==> src/design/bep_ram.sv <==
// Generic single-write, single-read RAM with registered read data.
module bep_ram #(
  parameter int WIDTH = 8,
  parameter int DEPTH = 16
) (
  input  logic                     clk_i,
  input  logic                     we_i,
  input  logic [$clog2(DEPTH)-1:0] waddr_i,
  input  logic [WIDTH-1:0]         wdata_i,
  input  logic [$clog2(DEPTH)-1:0] raddr_i,
  output logic [WIDTH-1:0]         rdata_o
);

  logic [WIDTH-1:0] mem_q [DEPTH];

  always_ff @(posedge clk_i) begin
    if (we_i) begin
      mem_q[waddr_i] <= wdata_i;
    end
    rdata_o <= mem_q[raddr_i];
  end

endmodule

==> config.mk <==
export PLATFORM = sky130hd
export DESIGN_NAME = bep_ram
export DESIGN_NICKNAME = d
export VERILOG_FILES = /design/src/design/bep_ram.sv
export SDC_FILE = /design/constraint.sdc
export NUM_CORES = 1
export LEC_CHECK = 0
export BUFFER_PORTS_ARGS = -buffer_cell sky130_fd_sc_hd__buf_2
export CAP_MARGIN = 20
export CELL_PAD_IN_SITES_DETAIL_PLACEMENT = 0
export CELL_PAD_IN_SITES_GLOBAL_PLACEMENT = 1
export CORE_ASPECT_RATIO = 0.9
export CORE_UTILIZATION = 35
export CTS_BUF_LIST = sky130_fd_sc_hd__clkbuf_8
export DETAILED_ROUTE_END_ITERATION = 8
export GPL_TIMING_DRIVEN = 0
export PLACE_DENSITY_LB_ADDON = 0.1
export SETUP_SLACK_MARGIN = 0.15
export SLEW_MARGIN = 20
export SYNTH_ARGS = -nofsm -noshare
export SYNTH_HDL_FRONTEND = slang
export SYNTH_SLANG_ARGS = --single-unit
==> constraint.sdc <==
create_clock -name clk_i -period 3.95 [get_ports clk_i]
set_input_delay 0.79 -clock clk_i [delete_from_list [all_inputs] [get_ports clk_i]]
set_output_delay 0.79 -clock clk_i [all_outputs]
set_load 0.01 [all_outputs]
**After elaboration in Yosys (flattened, before gate mapping)**

Memory sizes are Yosys's and may differ from the RTL's. A register that Yosys moved wholly into a read port is not among the register bits.
Cells that the tools add are included.

- Multiplexer cells: 2

Operators with widths:

| operator | number |
|---|---|
| 1-bit two-way mux | 2 |

- Register bits: 0
- Bits in writable memories: 128
- Bits of input ports: 18
- Output and inout port bits: 8
- Word-level logic and storage cells: 3
- Memories: 1

Memories:

| memory | words | width | rd ports | clocked after Yosys merged registers in | write ports | RTL line | source |
|---|---|---|---|---|---|---|---|
| mem_q | 16 | 8 | 1 | 1 | 1 | 14 | `logic [WIDTH-1:0] mem_q [DEPTH];` |

**Longest topological paths before layout**

- Depth after elaboration: 2
- Mapped depth: 5
- Gate-level depth less buffers: 3

**Worst setup path before layout**

Ideal clock, no wire load.

- Path kind: input to register
- Start point: input waddr_i[2]
- End point: memory mem_q[0][0] (enable)
- Setup time: 383 ps
- Arrival time: 1900 ps
- Path slack: 1667 ps
- Stages on the path: 2
- Path through: or3b_2 nor3_1

RTL lines:

| item | RTL line | source |
|---|---|---|
| from (decl) | 8 | `input logic [$clog2(DEPTH)-1:0] waddr_i,` |
| to (decl) | 14 |  |

Straight into the memory's write port.

**Worst setup path after layout**

- Start point: input waddr_i[2]
- End point: memory mem_q[1][2] (enable)

Straight into the memory's write port.

==> key figures <==
Yosys
  – Syn_nets: 247
  – Syn. warnings: 0
  – Mapped Area: just over 5000 µm²
  – #FFs+latches synth: ~140
  – Synth Area per Inst: between 20 and 25 µm²
  – Syn Inst Count: around 230
  – Cell variety after synth: 19
  – Share of the yosys chip area belonging to registers: 77.8%

Timing
  – Final Critical Period: 2.09 ns
  – Fmax: roughly 480 MHz
  – Slew HR: 39.3%
  – Max Slew Vio Count: 0
  – Final period utilization: a little over half
  – RSZ-0062 raised after global routing: no
  – Min Hold Slack: ~0.69 ns
  – Layout Skew: around 0.0075 ns
  – Worst-Margin Slew: 0.907 ns
  – Final Hold Vio Count: 0
  – Endpoints failing setup: 0
  – Setup tns final: 0 ns

Critical path
  – Worst path slowest cell: nor2_1
  – Flop-to-flop setup slack: 2.51 ns
  – Arrival time of the worst setup path: roughly 2.2 ns
  – Worst-path cell chain: buf_2 > or3b_2 > nor2_1
  – Crit path max-delay family: simple AND/OR/NAND/NOR gates
  – Worst Path Max Fanout: 8
  – Critical path capture point type: register
  – WP buf/inv: 1
  – Worst setup startpoint: waddr_i[2]
  – Worst setup SP type: input port
  – Setup Crit Path Kind: input port to register
  – Worst EP required: 4.01 ns
  – RR Startpoint: mem_q[5][0]
  – Worst stage delay on the critical path: between 0.7 and 0.8 ns

Clock network
  – Clk root buf: clkbuf_8
  – Post-CTS Repair Setup Buffers: 0
  – CTS clk-pin slew, worst paths: roughly 0.070 ns
  – CTS HTree Levels: 4
  – CTS max path bufs: 2
  – Skew-Pair Late Insertion Delay: between 0.4 and 0.5 ns
  – CTS tree: yes
  – Hold Buf Count CTS: 0
  – Clock sink count: 136
  – PostCTS Resize Cnt: 0
  – CTS buffer count: 17

Routing
  – First-pass DRT Iterations: 4
  – Routed met2 length: 4760 µm
  – Max layer used: met4
  – Mean routed wirelength per cell: 22.5 µm
  – ANT nets after route: 0
  – Drt drc: 0
  – Initial detailed-routing violation count: 180
  – Post-Route WL: 10700 µm
  – Via/cell ratio: 4.86
  – WL met3: 629 µm
  – Total number of vias: 2324
  – Wl on met1: between 5000 and 6000 µm

Place
  – IO Port Bufs: 24
  – DP HPWL: 6970 µm
  – GP Congestion: 0.651

Run
  – Max-cap viol count: 0

Cells and area
  – Nets@finish: 291
  – Antenna diodes: 0
  – Area growth syn-to-layout: 14.8%
  – Layout cells sized above 1: 29.5%

Global routing
  – GRT Overall Usage: 15.8%
  – GR Overflow Total: 0
  – Initial antenna violation count: 0
  – Global-route wire length before repair: 15600 µm
  – Largest net degree at the start of global routing: 17
  – Vias in the first global route: 2256

Hold path
  – Hold path start: mem_q[11][1]
  – Worst hold-check path type: register to register

Floorplan
  – Initial Utilization: 36.2%
  – Placement Rows: 41
  – Die Ht: 117 µm
  – Boundary pin count: 26
  – Die Span X: around 130 µm
  – Die area: around 15000 µm²
  – Core area: 14200 µm²

Power and ir drop
  – Power Density: 487 nW/µm²
  – Worst vdd ir: 241 µV
  – P_leak: approximately 0.0019 µW

Status
  – Outcome: completed
## stage by stage
step	setup slack [ns]	instances	utilization [%]	power [µW]	instance area, µm²
finish	1.86	478	41.6	2880	5910
global route	1.77	478	41.6	2980	5910
CTS	1.84	478	41.6	2910	5910
detailed placement	1.36	447	39.0	1820	5540
global placement	0.895	446	38.8	1810	5510
floorplan	1.67	229	-	1740	5150
## worst min-delay path: stages (launching register included)
cell and delay, ns:
edfxtp_1 0.32, mux4_1 0.21, a22oi_1 0.08, nand2_1 0.06
## cell usage in the layout, fill, tap and decap left out
master and instances:
a22oi_1 16, nand2b_1 2, or3b_2 1, bufinv_16 3, nand2_1 9, mux4_2 18
nand3b_1 2, and2b_1 1, nand3_1 1, and2_1 1, dfxtp_1 8, clkinv_2 6
buf_2 27, nor2b_1 1, edfxtp_1 128, nor3_2 4, nor2_1 13, clkdlybuf4s25_2 3
clkbuf_8 17, clkinv_1 5, mux4_1 14, buf_6 3, buf_4 2
## where the power goes
part           switching, µW  internal, µW
clock                    497           601
sequential              7.13          1610
combinational           97.4          64.5
total                    602          2280
## worst paths after layout
kind,endpoint,cells past startpoint
max,mem_q[1][2],3
min,rdata_o[1],3
max reg2reg,rdata_o[0],3
min reg2reg,rdata_o[1],3
## kinds of logic after synthesis
kind of cell | share of synthesized area [%]
DFF | 77.8
AOI/OAI and AO/OA | 2.33
buffers and inverters | 1.68
and+or+nand+nor | 3.18
muxes | 15.0
## cells in the mapped netlist, drive strengths merged
master	n	area, µm²
a22oi	16	120
and2	1	6.26
and2b	1	7.51
buf	7	56.3
clkdlybuf4s25	3	30.0
dfxtp	8	160
edfxtp	128	3840
mux4	32	773
nand2	9	33.8
nand2b	2	12.5
nand3	1	5.00
nand3b	2	15.0
nor2	13	48.8
nor2b	1	6.26
nor3	4	20.0
or3b	1	8.76
## routing by layer
layer	track usage (%)	vias to the layer above
met4	5.58	0
met5	0	-
met3	5.14	9
li1	-	1056
met1	23.4	1196
met2	21.8	63
## area by class of cell
class | instances | area [µm²]
fill | 1301 | 8300
sequential | 136 | 4000
multi-input combinational | 83 | 1080
tap | 193 | 241
clock buffer | 17 | 234
clock inverter | 14 | 139
timing repair buffer | 25 | 128
buffer | 10 | 86.3
## registers in the layout, indices dropped and copies added (netlist names)
register	count
rdata_o	8
mem_q	128
No activity file was read; power rests on OpenSTA's default activity.
